File: src/ppu_pkg.sv
// Shared types, constants and codes for the packed product unpacker.
// No dependencies.
package ppu_pkg;

    localparam int COEFF_W    = 50;
    localparam int S_TDATA_W  = 56;
    localparam int M_TDATA_W  = 8;
    localparam int MOD_W      = 5;
    localparam int DIGIT_W    = 17;
    localparam int CARRY_W    = 18;
    localparam int SUM_W      = 19;
    localparam int DIV_W      = 20;
    localparam int DIV_BITS   = 4;
    localparam int DIV_STEPS  = DIV_W / DIV_BITS;
    localparam int STEP_W     = $clog2(DIV_STEPS);
    localparam int FIFO_DEPTH = 2;
    localparam int PTR_W      = $clog2(FIFO_DEPTH);
    localparam int CNT_W      = $clog2(FIFO_DEPTH + 1);

    localparam int DEF_MAX_MODULUS = 23;
    localparam logic [MOD_W-1:0] MODULUS_RESET = 5'd2;
    localparam logic DIGIT_MODE_RESET = 1'b0;

    localparam logic REG_MODULUS    = 1'b0;
    localparam logic REG_DIGIT_MODE = 1'b1;

    localparam logic [1:0] FUNC_PAIR  = 2'd0;
    localparam logic [1:0] FUNC_LOW   = 2'd1;
    localparam logic [1:0] FUNC_FLUSH = 2'd2;

    typedef struct packed {
        logic [SUM_W-1:0]   v0;
        logic [DIGIT_W-1:0] v1;
        logic               pair;
        logic               eop;
    } job_t;

    typedef enum logic [1:0] {
        BK_IDLE,
        BK_DIV,
        BK_WAIT
    } bk_state_t;

endpackage

File: src/ppu_front.sv
// Front end: accepts input transfers, splits digits, tracks the carry digit.
// Depends on ppu_pkg.
module ppu_front import ppu_pkg::*; (
    input  logic                 aclk,
    input  logic                 aresetn,
    input  logic                 s_tvalid,
    output logic                 s_tready,
    input  logic [S_TDATA_W-1:0] s_tdata,
    input  logic [1:0]           s_tuser,
    input  logic                 s_tlast,
    input  logic                 digit_mode,
    input  logic                 fifo_full,
    output logic                 push,
    output job_t                 job
);

    logic [CARRY_W-1:0] carry_reg, carry_next;
    logic [COEFF_W-1:0] coeff;
    logic [DIGIT_W-1:0] c0, c1;
    logic [CARRY_W-1:0] c2;
    logic               accept;

    assign coeff    = s_tdata[COEFF_W-1:0];
    assign s_tready = !fifo_full;
    assign accept   = s_tvalid && s_tready;

    always_comb begin
        if (digit_mode) begin
            c0 = coeff[16:0];
            c1 = coeff[33:17];
            c2 = {2'b00, coeff[49:34]};
        end else begin
            c0 = {1'b0, coeff[15:0]};
            c1 = {1'b0, coeff[31:16]};
            c2 = coeff[49:32];
        end
    end

    always_comb begin
        push       = 1'b0;
        carry_next = carry_reg;
        job.v0     = SUM_W'(c0) + SUM_W'(carry_reg);
        job.v1     = c1;
        job.pair   = 1'b0;
        job.eop    = 1'b1;
        case (s_tuser)
            FUNC_PAIR: begin
                push       = accept;
                job.pair   = 1'b1;
                job.eop    = s_tlast;
                carry_next = s_tlast ? '0 : c2;
            end
            FUNC_LOW: begin
                push       = accept;
                carry_next = '0;
            end
            FUNC_FLUSH: begin
                push       = accept;
                job.v0     = SUM_W'(carry_reg);
                carry_next = '0;
            end
            default: begin
                push = 1'b0;
            end
        endcase
    end

    always_ff @(posedge aclk) begin
        if (!aresetn) begin
            carry_reg <= '0;
        end else if (accept) begin
            carry_reg <= carry_next;
        end
    end

endmodule

File: src/ppu_fifo.sv
// Two-entry job queue between front end and back end.
// Depends on ppu_pkg.
module ppu_fifo import ppu_pkg::*; (
    input  logic aclk,
    input  logic aresetn,
    input  logic push,
    input  job_t push_job,
    input  logic pop,
    output job_t pop_job,
    output logic full,
    output logic empty
);

    job_t             mem [FIFO_DEPTH];
    logic [PTR_W-1:0] wr_ptr_reg, rd_ptr_reg;
    logic [CNT_W-1:0] count_reg;
    logic             do_push, do_pop;

    assign full    = (count_reg == CNT_W'(FIFO_DEPTH));
    assign empty   = (count_reg == '0);
    assign do_push = push && !full;
    assign do_pop  = pop && !empty;
    assign pop_job = mem[rd_ptr_reg];

    always_ff @(posedge aclk) begin
        if (do_push) begin
            mem[wr_ptr_reg] <= push_job;
        end
    end

    always_ff @(posedge aclk) begin
        if (!aresetn) begin
            wr_ptr_reg <= '0;
            rd_ptr_reg <= '0;
            count_reg  <= '0;
        end else begin
            if (do_push) begin
                wr_ptr_reg <= wr_ptr_reg + 1'b1;
            end
            if (do_pop) begin
                rd_ptr_reg <= rd_ptr_reg + 1'b1;
            end
            if (do_push && !do_pop) begin
                count_reg <= count_reg + 1'b1;
            end else if (do_pop && !do_push) begin
                count_reg <= count_reg - 1'b1;
            end
        end
    end

endmodule

File: src/ppu_back.sv
// Back end: iterative remainder unit, 4 bits per cycle, and output register.
// Depends on ppu_pkg.
module ppu_back import ppu_pkg::*; #(
    parameter int MAX_MODULUS = DEF_MAX_MODULUS
) (
    input  logic                 aclk,
    input  logic                 aresetn,
    input  logic [MOD_W-1:0]     modulus,
    input  logic                 fifo_empty,
    input  job_t                 job,
    output logic                 pop,
    output logic                 m_tvalid,
    input  logic                 m_tready,
    output logic [M_TDATA_W-1:0] m_tdata,
    output logic [0:0]           m_tuser,
    output logic                 m_tlast
);

    localparam logic [MOD_W-1:0] MaxMod = MOD_W'(MAX_MODULUS);

    bk_state_t          state_reg, state_next;
    logic [DIV_W-1:0]   work_reg, work_next;
    logic [MOD_W-1:0]   rem_reg, rem_next;
    logic [STEP_W-1:0]  step_reg, step_next;
    logic [DIGIT_W-1:0] second_reg, second_next;
    logic               pair_reg, pair_next;
    logic               eop_reg, eop_next;
    logic               out_valid_reg, out_valid_next;
    logic [MOD_W-1:0]   out_res_reg, out_res_next;
    logic               out_item_reg, out_item_next;
    logic               out_done_reg, out_done_next;
    logic [MOD_W-1:0]   n_eff;
    logic [MOD_W-1:0]   rem_step;

    always_comb begin
        if (modulus == '0) begin
            n_eff = MOD_W'(1);
        end else if (modulus > MaxMod) begin
            n_eff = MaxMod;
        end else begin
            n_eff = modulus;
        end
    end

    always_comb begin
        logic [MOD_W:0] r;
        r = {1'b0, rem_reg};
        for (int i = DIV_BITS - 1; i >= 0; i--) begin
            r = {r[MOD_W-1:0], work_reg[DIV_W-DIV_BITS+i]};
            if (r >= {1'b0, n_eff}) begin
                r = r - {1'b0, n_eff};
            end
        end
        rem_step = r[MOD_W-1:0];
    end

    always_comb begin
        state_next     = state_reg;
        work_next      = work_reg;
        rem_next       = rem_reg;
        step_next      = step_reg;
        second_next    = second_reg;
        pair_next      = pair_reg;
        eop_next       = eop_reg;
        out_valid_next = out_valid_reg && !m_tready;
        out_res_next   = out_res_reg;
        out_item_next  = out_item_reg;
        out_done_next  = out_done_reg;
        pop            = 1'b0;
        case (state_reg)
            BK_IDLE: begin
                if (!fifo_empty) begin
                    pop         = 1'b1;
                    work_next   = DIV_W'(job.v0);
                    second_next = job.v1;
                    pair_next   = job.pair;
                    eop_next    = job.eop;
                    rem_next    = '0;
                    step_next   = '0;
                    state_next  = BK_DIV;
                end
            end
            BK_DIV: begin
                rem_next  = rem_step;
                work_next = work_reg << DIV_BITS;
                step_next = step_reg + 1'b1;
                if (step_reg == STEP_W'(DIV_STEPS - 1)) begin
                    state_next = BK_WAIT;
                end
            end
            BK_WAIT: begin
                if (!out_valid_reg || m_tready) begin
                    out_valid_next = 1'b1;
                    out_res_next   = rem_reg;
                    if (pair_reg) begin
                        out_item_next = 1'b0;
                        out_done_next = 1'b0;
                        work_next     = DIV_W'(second_reg);
                        pair_next     = 1'b0;
                        rem_next      = '0;
                        step_next     = '0;
                        state_next    = BK_DIV;
                    end else begin
                        out_item_next = 1'b1;
                        out_done_next = eop_reg;
                        state_next    = BK_IDLE;
                    end
                end
            end
            default: begin
                state_next = BK_IDLE;
            end
        endcase
    end

    always_ff @(posedge aclk) begin
        if (!aresetn) begin
            state_reg     <= BK_IDLE;
            out_valid_reg <= 1'b0;
        end else begin
            state_reg     <= state_next;
            out_valid_reg <= out_valid_next;
        end
    end

    always_ff @(posedge aclk) begin
        work_reg     <= work_next;
        rem_reg      <= rem_next;
        step_reg     <= step_next;
        second_reg   <= second_next;
        pair_reg     <= pair_next;
        eop_reg      <= eop_next;
        out_res_reg  <= out_res_next;
        out_item_reg <= out_item_next;
        out_done_reg <= out_done_next;
    end

    assign m_tvalid = out_valid_reg;
    assign m_tdata  = M_TDATA_W'(out_res_reg);
    assign m_tuser  = out_item_reg;
    assign m_tlast  = out_done_reg;

endmodule

File: src/packed_product_unpack_mod_core.sv
// Usage:
// Unpacks base-M packed product coefficients (M = 2^16 or 2^17) into residues
// modulo a small modulus. Input stream s_*: tdata holds packed_coeff, tuser the
// func code (0 pair, 1 final low digit, 2 carry flush, 3 ignored) and tlast
// marks the end of a product. Output stream m_*: tdata holds the residue,
// tuser[0] flags the last result of an input transfer, tlast the final
// residue of a product. Registers are written on cfg_wr_en: index 0 the
// modulus, index 1 the digit mode; write only while the block is idle.
// A job is taken from the queue in BK_IDLE, then the remainder unit (BK_DIV)
// retires 4 bits of the 20-bit work word per cycle, and BK_WAIT loads the
// residue into the output register; a pair transfer runs the unit twice,
// once per digit.
// The front end keeps the carry digit and hands jobs to the back end through
// a two-entry queue; s_tready drops when that queue is full. A stalled
// receiver holds the output register and the remainder unit waits on it.
// Reset clears the carry, the queue, the output valid and the registers
// (modulus 2, digit mode 0). Depends on ppu_pkg and the ppu_* modules.
module packed_product_unpack_mod_core import ppu_pkg::*; #(
    parameter int MAX_MODULUS = DEF_MAX_MODULUS
) (
    input  logic                 aclk,
    input  logic                 aresetn,
    input  logic                 cfg_wr_en,
    input  logic [0:0]           cfg_index,
    input  logic [MOD_W-1:0]     cfg_data,
    input  logic                 s_tvalid,
    output logic                 s_tready,
    input  logic [S_TDATA_W-1:0] s_tdata,   // [49:0] packed_coeff
    input  logic [1:0]           s_tuser,   // [1:0] func
    input  logic                 s_tlast,
    output logic                 m_tvalid,
    input  logic                 m_tready,
    output logic [M_TDATA_W-1:0] m_tdata,   // [4:0] residue
    output logic [0:0]           m_tuser,   // [0] last_of_item
    output logic                 m_tlast
);

    logic [MOD_W-1:0] modulus_reg;
    logic             digit_mode_reg;
    logic             push, pop, fifo_full, fifo_empty;
    job_t             push_job, pop_job;

    always_ff @(posedge aclk) begin
        if (!aresetn) begin
            modulus_reg    <= MODULUS_RESET;
            digit_mode_reg <= DIGIT_MODE_RESET;
        end else if (cfg_wr_en) begin
            case (cfg_index)
                REG_MODULUS:    modulus_reg    <= cfg_data;
                REG_DIGIT_MODE: digit_mode_reg <= cfg_data[0];
                default:        modulus_reg    <= modulus_reg;
            endcase
        end
    end

    ppu_front u_front (
        .aclk       (aclk),
        .aresetn    (aresetn),
        .s_tvalid   (s_tvalid),
        .s_tready   (s_tready),
        .s_tdata    (s_tdata),
        .s_tuser    (s_tuser),
        .s_tlast    (s_tlast),
        .digit_mode (digit_mode_reg),
        .fifo_full  (fifo_full),
        .push       (push),
        .job        (push_job)
    );

    ppu_fifo u_fifo (
        .aclk     (aclk),
        .aresetn  (aresetn),
        .push     (push),
        .push_job (push_job),
        .pop      (pop),
        .pop_job  (pop_job),
        .full     (fifo_full),
        .empty    (fifo_empty)
    );

    ppu_back #(
        .MAX_MODULUS (MAX_MODULUS)
    ) u_back (
        .aclk       (aclk),
        .aresetn    (aresetn),
        .modulus    (modulus_reg),
        .fifo_empty (fifo_empty),
        .job        (pop_job),
        .pop        (pop),
        .m_tvalid   (m_tvalid),
        .m_tready   (m_tready),
        .m_tdata    (m_tdata),
        .m_tuser    (m_tuser),
        .m_tlast    (m_tlast)
    );

endmodule

File: config.mk
export PLATFORM = sky130hd
export DESIGN_NAME = packed_product_unpack_mod_core
export DESIGN_NICKNAME = d
export VERILOG_FILES = /design/src/ppu_pkg.sv /design/src/ppu_front.sv /design/src/ppu_fifo.sv /design/src/ppu_back.sv /design/src/packed_product_unpack_mod_core.sv
export SDC_FILE = /design/constraint.sdc
export NUM_CORES = 1
export LEC_CHECK = 0
export BUFFER_PORTS_ARGS = -buffer_cell sky130_fd_sc_hd__buf_2
export CORE_ASPECT_RATIO = 1.4
export CORE_MARGIN = 5
export CORE_UTILIZATION = 64
export CTS_CLUSTER_DIAMETER = 100
export DETAILED_ROUTE_END_ITERATION = 12
export HOLD_SLACK_MARGIN = 0.02
export PLACE_DENSITY = 0.83
export SYNTH_ARGS = -nofsm -noshare
export SYNTH_HDL_FRONTEND = slang
export SYNTH_SLANG_ARGS = --single-unit
File: constraint.sdc
create_clock -name aclk -period 16.8 [get_ports aclk]
set_clock_uncertainty 0.1 [all_clocks]
set_input_delay 0 -clock aclk [delete_from_list [all_inputs] [get_ports aclk]]
set_output_delay 0 -clock aclk [all_outputs]
set_load 0.02 [all_outputs]
# [Word level (Yosys, flattened, before mapping)]
# Memories as Yosys holds them, arrays and structs flattened. A register that Yosys moved wholly into a read port is not among the register bits.
# Index checks and enable logic that the tools add are counted.
# W data, S select, Z words.
[op_classes] div_mod_pow=0 reduce_logical=31 mux=45 multipliers=0 magnitude_cmp=5 shift=0 addsub=10 eq_ne=10 bitwise_logic=2
[op_table] cell="$mux W20" n=3
[op_table] cell="$pmux W20 S3" n=1
[op_table] cell="$mux W5" n=9
[op_table] cell="$mux W18" n=2
[op_table] cell="$pmux W18 S2" n=1
[op_table] cell="$mux W17" n=2
[op_table] cell="$ge A6 B5 Y1" n=4
[op_table] cell="$sub A5 B5 Y5" n=4
[op_table] cell="$add A17 B18 Y19" n=1
[op_table] cell="$mux W19" n=1
[op_table] cell="$pmux W5 S3" n=1
[op_table] cell="$mux W1" n=13
[op_table] cell="$mux W2" n=6
[op_table] cell="$reduce_and A2 Y1" n=5
[op_table] cell="$mux W3" n=3
[op_table] cell="$pmux W3 S3" n=1
[op_table] cell="$eq A2 B2 Y1 const B" n=3
[op_table] cell="$logic_and A1 B1 Y1" n=6
[op_table] cell="$logic_not A1 Y1" n=6
[op_table] cell="$logic_not A2 Y1" n=3
[op_table] cell="$ne A2 B1 Y1 const B" n=3
[op_table] cell="$pmux W2 S3" n=1
[op_table] cell="$reduce_and A3 Y1" n=2
[op_table] cell="$reduce_bool A2 Y1" n=3
[op_table] cell="16 further kinds" n=19
[totals] ramBits=76 regBits=85 inputBits=70 out_inout_bits=12 rom_bits=0 memories=1 latchBits=0
[mem_list] memory="u_fifo.mem" depth=2 width=38 read_ports=1 rd_clocked_by_memory_dff=1 wr=1 line="ppu_fifo.sv:14" rtl="job_t mem [FIFO_DEPTH];"

# [Logic depth before layout (Yosys ltp)]
# Gate-level depths: netlist of the first run.
[depth] word_depth=12 mapped_depth=31 ltp_nobuf=30

# [Modules after synthesis]
# Synthesis of the first run repeated with hierarchy kept, for this count alone.
[hier_totals] cells_unflattened=736 hier_area_um2=8837.2
[modules_own_cells] module="ppu_back" area_each_um2=3470.8 cells_per_inst=304 n_inst=1
[modules_own_cells] module="ppu_fifo" area_each_um2=2971.6 cells_per_inst=143 n_inst=1
[modules_own_cells] module="ppu_front" area_each_um2=2138.3 cells_per_inst=262 n_inst=1
[modules_own_cells] module="packed_product_unpack_mod_core" area_each_um2=256.5 cells_per_inst=27 n_inst=1

# [Least setup slack after synthesis of the first run]
# Ideal clock, no wire load.
[synth_path] path_type="reg-to-reg" startpoint="register modulus_reg[1]" endpoint="register u_back.rem_reg[0] (data pin)" n_path_buf=1 required_time_ns=16.439 t_arrival_ns=7.232 setup_ns=0.261 path_stages_with_launch=30 path_slack_ns=9.207 synth_period_minus_slack_ns=7.593 path_cell_list="dfxtp_1 > o41ai_1 > ha_1 > inv_1 > fa_1 > a211o_1 > o211ai_2 > and2_2 > clkbuf_1 > mux2_2 > ha_1 > nand2b_1 > a21oi_1 > a41o_1 > a221oi_4 > mux2_2 > inv_1 > ha_1 > and3_1 > a31o_2 > or2_2 > a211oi_1 > mux2i_1 > mux2i_1 > fa_1 > a21o_1 > a21oi_1 > nand2_1 > a221o_1 > o311a_1"
[synth_between] elab_chain_cells=12 elab_cells_between_ends=17
[synth_rtl] element="from (decl)" line="packed_product_unpack_mod_core.sv:38" rtl="logic [MOD_W-1:0] modulus_reg;"
[synth_rtl] element="from (signal assigned)" line="packed_product_unpack_mod_core.sv:49" rtl="REG_MODULUS: modulus_reg <= cfg_data;"
[synth_rtl] element="from (signal assigned)" line="packed_product_unpack_mod_core.sv:51" rtl="default: modulus_reg <= modulus_reg;"
[synth_rtl] element="$gt A5 B5 Y1" line="ppu_back.sv:38" rtl="end else if (modulus > MaxMod) begin"
[synth_rtl] element="$mux W5" line="ppu_back.sv:38"
[synth_rtl] element="$mux W5 *" line="ppu_back.sv:36" rtl="if (modulus == '0) begin"
[synth_rtl] element="$sub A5 B5 Y5 / $ge A6 B5 Y1 (equally long branches)" line="ppu_back.sv:51, ppu_back.sv:50"
[synth_rtl] element="$mux W5" line="ppu_back.sv:50" rtl="if (r >= {1'b0, n_eff}) begin"
[synth_rtl] element="$sub A5 B5 Y5 / $ge A6 B5 Y1 (equally long branches)" line="ppu_back.sv:51, ppu_back.sv:50"
[synth_rtl] element="$mux W5" line="ppu_back.sv:50"
[synth_rtl] element="$sub A5 B5 Y5 / $ge A6 B5 Y1 (equally long branches)" line="ppu_back.sv:51, ppu_back.sv:50"
[synth_rtl] element="$mux W5" line="ppu_back.sv:50"
[synth_rtl] element="$ge A6 B5 Y1" line="ppu_back.sv:50"
[synth_rtl] element="$mux W5 *" line="ppu_back.sv:50"
[synth_rtl] element="$pmux W5 S3 *" line="ppu_back.sv:70" rtl="case (state_reg)"
[synth_rtl] element="to (signal assigned)" line="ppu_back.sv:128" rtl="rem_reg <= rem_next;"
[synth_rtl] element="to (decl)" line="ppu_back.sv:23" rtl="logic [MOD_W-1:0] rem_reg, rem_next;"
# Mark *: on every way between the ends. The rest lies on a longest branch, timed or not.
# A chain may end at the register's enable or synchronous reset.

# [Worst setup path after layout of the first run]
[layout_path] startpoint="register modulus_reg[3]" endpoint="register u_back.rem_reg[0] (data pin)"
# The elaborated chain is that of the path after synthesis.

==> results.md, run 1 <==
* Outcome: finished, final reports clean
* Largest net degree at the start of global routing at 52
* Routed Antenna Nets at 0
* Root buffer cell: clkbuf_16
* HPWL reported at the end of detailed placement at 12,600 um
* LEAKAGE at 3.99 nW
* Postcts setup bufs at 0
* Quantity of gates resized following cts at 0
* PwrDens at 203 nW/um2
* Cell Area, Synth at 8550 um2
* # diodes at 0
* Async SR Flop Fraction at 0
* Area added between synthesis and finish at 21.8%
* WL/cell at 18.6 um
* Register area share after synthesis at 0.531
* Maximum fanout along the worst path at 6
* Setup crit start kind: flip-flop
* Crit path DAT at 8050 ps
* Clk sinks at 162
* Antenna violations before repair at 0
* Worst min path class: in -> reg
* Routed vias/inst at 5.87
* Pwr Total at 2.12 mW
* YS warnings at 0
* Critical path's slowest cell: fa_1
* Global-route wire length before repair at 32,100 um
* 1st-pass router iterations at 5
* Register area at 4550 um2
* Layout cells sized above 1 at 0.192
* Worst vdd ir at 0.000146 V
* Post-synth EDFFs at 130
* RSZ-0062 raised after global routing: no
* Yosys cell types at 61
* Multi-input gate area at 3770 um2
* FP Rows at 50
* Crit Path Class: reg -> reg
* Core footprint at 13,300 um2
* R2R Path Start: modulus_reg[3]
* Most frequent cells in the layout: edfxtp_1 (130), dlygate4sd3_1 (75), buf_2 (72), a21oi_1 (56), ha_1 (48)
* Layout Nets at 984
* Buffers added on ports at 72
* Max-Cap Viols at 0
* Clock-pin slew on the worst setup and hold paths at 60 ps
* Placer Congestion at 0.841
* DR vias at 6,203
* Total track usage at 0.260
* Mapped Avg Cell Area at 11.8 um2
* Setup violators final at 0
* Clock Path Buffers at 2
* Post-layout util at 0.786
* Maximum single-stage delay on the critical path at 480 ps
* Die Ht at 147 um
* DRC at 0
* TNS Setup at 0 ps
* Cell mode on critical path: ha_1
* H-tree levels at 4
* Clock Latency Late Sink at 420 ps
* Fmax achieved at 125 MHz
* Post-synth top area cell: edfxtp_1
* Gate Count Post-Synth at 722
* Total Routed Length at 19,700 um
* CTS buffer count at 17
* Slew HR at 0.222
* Endpoint class of the critical path: flip-flop
* Tcrit/Tclk final at 0.475
* Die Area at 15,800 um2
* Most common cell after layout, fill and taps aside: edfxtp_1
* Synth top area share at 0.457
* CP Launch Point: modulus_reg[3]
* Die Wd at 108 um
* Initial DRC Count at 411
* Yosys reg bits at 162
* Pins Over Slew Limit at 0
* Initial core utilization at 0.645
* Critical path data required time at 16,870 ps
* Fillers at 789
* Largest cells by area after synthesis: edfxtp_1 (46%), dfxtp_1 (7.5%), ha_1 (7.0%)
* Largest register FFs at 76
* Min cycle time layout at 7990 ps
* Hold Path Origin: s_tuser[0]
* Worst Tran Pin Value at 1170 ps
* Number of global-route vias before repair at 6,714
* Grt ovf at 0
* CTS tree: done
* Num ports at 82
* Final hold viol count at 0
* Main synth FF type: edfxtp_1
-- synth_stat cells (7+ instances only) --
library cell  number
edfxtp_1         130
a21oi_1           56
ha_1              48
nor2b_1           45
mux2_2            40
mux2i_1           39
nand2_1           36
dfxtp_1           32
inv_1             31
o21ai_0           29
clkbuf_1          28
nor2_1            25
nor3_1            19
a211oi_1          17
nand3_1           16
a22oi_1           13
xnor2_1           13
xor2_1            12
and2_1             9
a21o_1             7
-- per-stage QoR --
| step | hold slack, ps | cells | setup WS [ps] | area [um2] |
|---|---|---|---|---|
| floorplan | 28.6 | 724 | 9210 | 8560 |
| global placement | 122 | 949 | 9030 | 9070 |
| detailed placement | 150 | 949 | 8870 | 9070 |
| CTS | 54.5 | 1056 | 8840 | 10400 |
| global route | 98.9 | 1056 | 8380 | 10400 |
| finish | 71.0 | 1056 | 8810 | 10400 |
-- where the power goes --
group | internal, mW | switching [mW]
sequential | 0.578 | 0.0558
clock | 0.224 | 0.166
combinational | 0.481 | 0.611
total | 1.28 | 0.833
-- final timing paths --
path                           end  cells after the start  slack (ps)
max              u_back.rem_reg[0]                     29        8810
min               u_fifo.mem[0][0]                      4          70
max reg2reg      u_back.rem_reg[0]                     29        8810
min reg2reg  u_back.out_res_reg[1]                      0         410
-- worst max-delay path, delay by kind of cell (launching register included) --
kind                     cells  cell delay (ps)
AO/OA/AOI/OAI               12             3090
adder cells (fa/ha/maj)      5             1620
multiplexers                 4             1280
AND/OR/NAND/NOR              5              900
buffers and inverters        3              340
flip-flops                   1              370
-- kinds of logic (layout without fill, tap and decap cells) --
kind of cell	count (synthesis)	count (layout)	synth area share
simple gates	174	174	0.107
mux	79	79	0.0983
buf+inv	66	216	0.0303
compound gates	162	162	0.125
other cells	1	3	0.000439
fa+ha+maj	53	53	0.0819
xor+xnor	25	25	0.0256
flops	162	162	0.531
-- layer usage --
| metal | track usage | wire, um | up-vias |
|---|---|---|---|
| met5 | 0 | 0 | - |
| met4 | 0.114 | 602 | 0 |
| met3 | 0.0598 | 966 | 46 |
| met2 | 0.469 | 10800 | 206 |
| met1 | 0.287 | 7330 | 3015 |
| li1 | - | - | 2936 |
-- repair_timing --
item | 4_1_cts | 5_1_grt
hold endpoints to repair | 70 | 0
hold buffers | 75 | 0
endpoints found under the setup margin | 0 | 0
-- area by class of cell --
cell class | instances | share of cell area
Sequential cell | 162 | 0.436
Inverter | 31 | 0.0112
Clock inverter | 14 | 0.0163
Multi-Input combinational cell | 496 | 0.362
Tap cell | 182 | 0.0219
Clock buffer | 18 | 0.0412
Timing Repair Buffer | 153 | 0.111
Power figures use the tool's default switching activity.
==> run 2: changes to the inputs <==
--- a/config.mk
+++ b/config.mk
@@ -8,11 +8,11 @@
 export BUFFER_PORTS_ARGS = -buffer_cell sky130_fd_sc_hd__buf_2
 export CORE_ASPECT_RATIO = 1.4
 export CORE_MARGIN = 5
-export CORE_UTILIZATION = 64
+export CORE_UTILIZATION = 54
 export CTS_CLUSTER_DIAMETER = 100
 export DETAILED_ROUTE_END_ITERATION = 12
 export HOLD_SLACK_MARGIN = 0.02
-export PLACE_DENSITY = 0.83
+export PLACE_DENSITY = 0.75
 export SYNTH_ARGS = -nofsm -noshare
 export SYNTH_HDL_FRONTEND = slang
 export SYNTH_SLANG_ARGS = --single-unit
==> constraint.sdc (replaced) <==
create_clock -name aclk -period 6.41 [get_ports aclk]
set_clock_uncertainty 0.1 [all_clocks]
set_input_delay 0 -clock aclk [delete_from_list [all_inputs] [get_ports aclk]]
set_output_delay 0 -clock aclk [all_outputs]
set_load 0.02 [all_outputs]
==> run 2 against run 1 <==
Compared with the run above:
- the flow now finishes with violations (negative setup slack)
- die area up 17%
- hold slack got worse by 15 ps
- first-iteration DRC count decreased by 27%
- clock power rose to 2.6 times the previous value
- largest cell class unchanged
- largest power group unchanged
==> results.md, run 2 (synthesis results as in run 1) <==
* Routed Antenna Nets at 0
* Die Wd at 116 um
* Clock Path Buffers at 2
* Routed vias/inst at 5.54
* Setup crit start kind: flip-flop
* Num ports at 82
* Comb pwr share at 0.616
* Layout cells sized above 1 at 0.273
* Final hold viol count at 0
* Fillers at 1,028
* Crit path DAT at 7030 ps
* Fin cells at 1,130
* Crit Path Class: reg -> reg
* Clock-pin slew on the worst setup and hold paths at 70 ps
* Internal cell power at 4.31 mW
* Most frequent cells in the layout: edfxtp_1 (130), dlygate4sd3_1 (79), buf_2 (72), buf_4 (61), a21oi_1 (52)
* Tcrit/Tclk final at 1.07
* Max-Cap Viols at 0
* Root buffer cell: clkbuf_16
* Largest register FFs at 76
* Power share of the clock group at 0.145
* Antenna violations before repair at 0
* Placer Congestion at 0.855
* Sequential Power Share at 0.239
* Min cycle time layout at 6860 ps
* Pins Over Slew Limit at 0
* Failing checks: negative setup slack
* DRC at 0
* Maximum fanout along the worst path at 5
* Outcome: finished with violations
* Worst vdd ir at 0.000999 V
* RSZ-0062 raised after global routing: yes
* Total track usage at 0.220
* Grt ovf at 0
* Worst reg2reg endpoint: u_back.rem_reg[1]
* Worst Tran Pin Value at 1060 ps
* Most common cell after layout, fill and taps aside: edfxtp_1
* Area added between synthesis and finish at 30.1%
* Number of global-route vias before repair at 6,464
* Layout Nets at 1,044
* FP Rows at 54
* Maximum single-stage delay on the critical path at 380 ps
* Net Sw Frac at 0.379
* Die Area at 18,500 um2
* Fmax achieved at 146 MHz
* Final worst setup slack at -452 ps
* HPWL reported at the end of detailed placement at 13,400 um
* CTS tree: done
* CTS buffer count at 17
* FF-to-FF path depth at 30
* Global-route wire length before repair at 32,100 um
* Setup violators final at 5
* Largest net degree at the start of global routing at 52
* Min-Delay Path Depth at 4
* Critical path's slowest cell: a221o_1
* 1st-pass router iterations at 5
* Endpoint class of the critical path: flip-flop
* Initial core utilization at 0.548
* WL/cell at 17.7 um
* Hold endpoint: u_fifo.mem[1][0]
* Sw Pwr at 2.63 mW
* Placed cell count at 1,007
* Place WS at -535 ps
* H-tree levels at 4
* # diodes at 0
* Slew HR at 0.290
* LEAKAGE at 4.31 nW
* Buffers added on ports at 72
* R2R Path Start: modulus_reg[1]
* Critical path data required time at 6580 ps
* Clock Latency Late Sink at 430 ps
* Hold Path Origin: s_tuser[0]
* Worst min path class: in -> reg
* Worst reg2reg setup slack at -450 ps
* Core footprint at 15,600 um2
* Clk sinks at 162
* PwrDens at 624 nW/um2
* Initial DRC Count at 302
* Total Routed Length at 20,000 um
* DR vias at 6,264
* Die Ht at 159 um
-- run 2: changes by cell type in the layout (fill, tap and decap cells not counted), sizes merged --
| cell | before | now |
|---|---|---|
| buf | 78 | 134 |
| bufinv | 2 | 0 |
| clkbuf | 18 | 17 |
| clkinv | 6 | 7 |
| dlygate4sd3 | 75 | 79 |
| inv | 37 | 39 |
-- run 2: worst max path at each step --
stage | cells after the start | startpoint | to | slack, ps
detailed placement | 30 | modulus_reg[4] | u_back.rem_reg[0] | -530
finish | 30 | modulus_reg[1] | u_back.rem_reg[1] | -450
global placement | 29 | modulus_reg[4] | u_back.rem_reg[0] | -310
floorplan | 28 | modulus_reg[4] | u_back.rem_reg[0] | -490
CTS | 29 | modulus_reg[1] | u_back.rem_reg[0] | -400
global route | 30 | modulus_reg[1] | u_back.rem_reg[1] | -710
-- run 2: cell type report --
cell class | count | area [um2] | area share
flip-flops and latches | 162 | 4550 | 0.409
multi-input cells | 496 | 3990 | 0.358
repair buffers | 213 | 1620 | 0.146
clock buffers | 17 | 425 | 0.0382
well taps | 196 | 245 | 0.0220
clock inverters | 15 | 178 | 0.0160
inverters | 31 | 116 | 0.0105
-- run 2: layer usage --
| layer | share of wire | up-vias | global-route usage | wire length [um] |
|---|---|---|---|---|
| met5 | 0 | - | 0 | 0 |
| met4 | 0.027 | 0 | 0.0807 | 546 |
| met3 | 0.040 | 34 | 0.0358 | 798 |
| met2 | 0.53 | 153 | 0.390 | 10600 |
| met1 | 0.40 | 3016 | 0.264 | 8010 |
| li1 | - | 3061 | - | - |
-- run 2: power by group through the flow --
stage / combinational (mW) / clock, mW / sequential, mW
2_1_floorplan: 2.46 / 0 / 1.62
3_3_place_gp: 3.52 / 0 / 1.67
3_5_place_dp: 3.63 / 0 / 1.68
4_1_cts: 4.03 / 1.02 / 1.66
5_1_grt: 4.63 / 1.07 / 1.68
6_report: 4.28 / 1.00 / 1.66
-- run 2: critical path: cells and delay by family, from the launching register on --
kind,cells,cell delay [ps]
compound gates,11,2450
fa+ha+maj,5,1370
buf+inv,3,280
flops,1,340
mux,5,1200
simple gates,6,950
-- run 2: stage by stage --
stage	power, mW	instance area (um2)	hold WS, ps	setup TNS, ps	utilization
2_1_floorplan	4.07	8680	28.6	-2340	-
3_3_place_gp	5.19	9530	130	-1500	0.611
3_5_place_dp	5.31	9530	140	-2560	0.611
4_1_cts	6.71	11000	38.3	-1830	0.706
5_1_grt	7.38	11100	99.7	-3340	0.713
6_report	6.95	11100	56.2	-2170	0.713
-- run 2: what timing repair did --
action | CTS | global route
setup endpoints to repair | 5 | 5
setup buffers | 6 | 6
gates resized for setup | 10 | 11
pin swaps | 7 | 5
hold endpoints to repair | 72 | 0
hold buffers | 79 | 0
==> run 3: changes to the inputs <==
--- a/config.mk
+++ b/config.mk
@@ -5,6 +5,7 @@
 export SDC_FILE = /design/constraint.sdc
 export NUM_CORES = 1
 export LEC_CHECK = 0
+export ABC_AREA = 1
 export BUFFER_PORTS_ARGS = -buffer_cell sky130_fd_sc_hd__buf_2
 export CORE_ASPECT_RATIO = 1.4
 export CORE_MARGIN = 5
==> run 3 against run 2 <==
Compared with the run above:
- the flow now finishes without violations
- sequential cell count did not move
- routed wire length increased by 5.6%
- fmax up 15%
- die area rose by 2.3%
- area after synthesis is 2.5% higher
- total power is 5.0% lower
- combinational power decreased by 10%
- register-to-register slack better by 900 ps
- non-clock buffer count down 57
- global-route usage up 0.34 points
- clock power up 5%
- setup slack improved by 900 ps
- largest cell class unchanged
==> results.md, run 3 <==
* Register area share after synthesis at 0.518
* PwrDens at 614 nW/um2
* DR vias at 7,137
* Worst Tran Pin Value at 1230 ps
* CTS buffer count at 17
* Buffers added on ports at 72
* YS warnings at 0
* HPWL reported at the end of detailed placement at 14,200 um
* Area added between synthesis and finish at 22.6%
* Pins Over Slew Limit at 0
* Setup violators final at 0
* Min cycle time layout at 5960 ps
* Final worst setup slack at 448 ps
* Worst min path class: in -> reg
* Layout Nets at 1,211
* Die Wd at 118 um
* Max-Cap Viols at 0
* Largest net degree at the start of global routing at 68
* Post-synth top area cell: edfxtp_1
* Post-synth EDFFs at 130
* Hold_ws at 52.6 ps
* Yosys cell types at 53
* Total Routed Length at 21,100 um
* Total track usage at 0.223
* Global-route wire length before repair at 33,800 um
* Crit path DAT at 6040 ps
* Clock Latency Late Sink at 430 ps
* Root buffer cell: clkbuf_16
* Routed Antenna Nets at 0
* Final hold viol count at 0
* Clock Path Buffers at 2
* Most common cell in the netlist: nand2_1
* Synth top area share at 0.445
* CTS tree: done
* 1st-pass router iterations at 5
* # diodes at 0
* Core footprint at 16,000 um2
* Register area at 4550 um2
* Most frequent cells in the layout: nand2_1 (170), edfxtp_1 (130), nor2_1 (112), inv_1 (100), buf_2 (72)
* Critical path buffers and inverters at 6
* Placed cell count at 1,194
* Post-synth top cells: nand2_1 (171), edfxtp_1 (130), nor2_1 (116)
* Multi-input gate area at 3770 um2
* Critical path data required time at 6490 ps
* Fmax achieved at 168 MHz
* Number of global-route vias before repair at 7,239
* Initial core utilization at 0.547
* Die Area at 18,900 um2
* Endpoint class of the critical path: flip-flop
* Tcrit/Tclk final at 0.930
* Pwr Total at 6.60 mW
* Maximum fanout along the worst path at 9
* Outcome: finished, final reports clean
* Placer Congestion at 0.959
* Largest cells by area after synthesis: edfxtp_1 (45%), nand2_1 (7.3%), dfxtp_1 (7.3%)
* FP Rows at 55
* Gate Count Post-Synth at 950
* Crit path max-delay family: simple AND/OR/NAND/NOR gates
* WL/cell at 16.2 um
* Fin cells at 1,300
* Slew HR at 0.182
* Main synth FF type: edfxtp_1
* Largest register FFs at 76
* Place WS at 22.0 ps
* Critical path's slowest cell: fa_1
* Async SR Flop Fraction at 0
* Cell Area, Synth at 8770 um2
* Most common cell after layout, fill and taps aside: nand2_1
* Worst vdd ir at 0.000561 V
* Clock-pin slew on the worst setup and hold paths at 70 ps
* Clk sinks at 162
* Setup crit start kind: flip-flop
* Grt ovf at 0
* Num ports at 82
* LEAKAGE at 4.58 nW
* Crit Path Class: reg -> reg
* Cell mode on critical path: inv_1
* Mapped Avg Cell Area at 9.23 um2
* Routed vias/inst at 5.49
* Fillers at 1,180
* DRC at 0
* Antenna violations before repair at 0
* Maximum single-stage delay on the critical path at 430 ps
* Initial DRC Count at 453
* Die Ht at 161 um
* Yosys reg bits at 162
* Layout cells sized above 1 at 0.153
* H-tree levels at 4
[run 3: cell types whose count changed after synthesis, moves of 11 or more]
cell | before | now
a22oi_1 | 13 | 1
nor2b_1 | 45 | 0
mux2i_1 | 39 | 2
nand2_1 | 36 | 171
nor3_1 | 19 | 8
nor2_1 | 25 | 116
nand3_1 | 16 | 56
o21ai_0 | 29 | 54
inv_1 | 31 | 100
mux2_2 | 40 | 0
o311ai_0 | 1 | 14
a21oi_1 | 56 | 71
[run 3: logic make-up (layout without fill, tap and decap cells)]
kind of cell,after synthesis,after routing,synth area share
multiplexers,2,2,0.00228
adder cells (fa/ha/maj),53,53,0.0799
buffers and inverters,146,295,0.0655
other,1,3,0.000428
flip-flops,162,162,0.518
AND/OR/NAND/NOR,386,386,0.194
XOR/XNOR,17,17,0.0170
AO/OA/AOI/OAI,183,183,0.123
[run 3: what timing repair did]
action | 4_1_cts | 5_1_grt
endpoints found under the setup margin | 1 | 5
buffers inserted | 0 | 3
pin swaps | 0 | 5
hold buffers | 71 | 0
resized for setup | 1 | 13
hold endpoints to repair | 68 | 0
[run 3: layout make-up]
cell class	count	share of cell area
clock inverter	13	0.0163
clock buffer	19	0.0403
sequential	162	0.423
tap	199	0.0232
inverter	107	0.0378
timing repair buffer	156	0.109
multi-input combinational	644	0.351
[run 3: tightest hold or removal path, cell delays in order]
cell	delay, ps
buf_2	100
inv_1	80
a211oi_1	80
o21ai_0	220
a21oi_1	50
[run 3: power by group]
| part | internal [mW] | switching [mW] |
|---|---|---|
| logic | 1.48 | 2.36 |
| clock network | 0.621 | 0.426 |
| registers | 1.56 | 0.153 |
[run 3: worst paths after layout]
check | from | end | slack, ps | cells past startpoint
setup / recovery | modulus_reg[0] | u_back.rem_reg[4] | 450 | 37
hold / removal | s_tdata[42] | u_front.carry_reg[8] | 50 | 5
setup reg to reg | modulus_reg[0] | u_back.rem_reg[4] | 450 | 37
hold reg to reg | u_fifo.rd_ptr_reg | flip-flop | 370 | 1
[run 3: through the flow]
step | utilization | setup TNS (ps) | area (um2)
2_1_floorplan | - | 0 | 8770
3_3_place_gp | 0.582 | 0 | 9320
3_5_place_dp | 0.582 | 0 | 9320
4_1_cts | 0.664 | 0 | 10600
5_1_grt | 0.670 | -112 | 10700
6_report | 0.670 | 0 | 10700
[run 3: routing by layer]
layer  up-vias  routed length (um)  global-route usage
met5         -                   0                   0
met4         0                1310               0.148
met3        70                 886              0.0405
met2       201               11400               0.419
met1      3352                7550               0.221
li1       3514                   -                   -
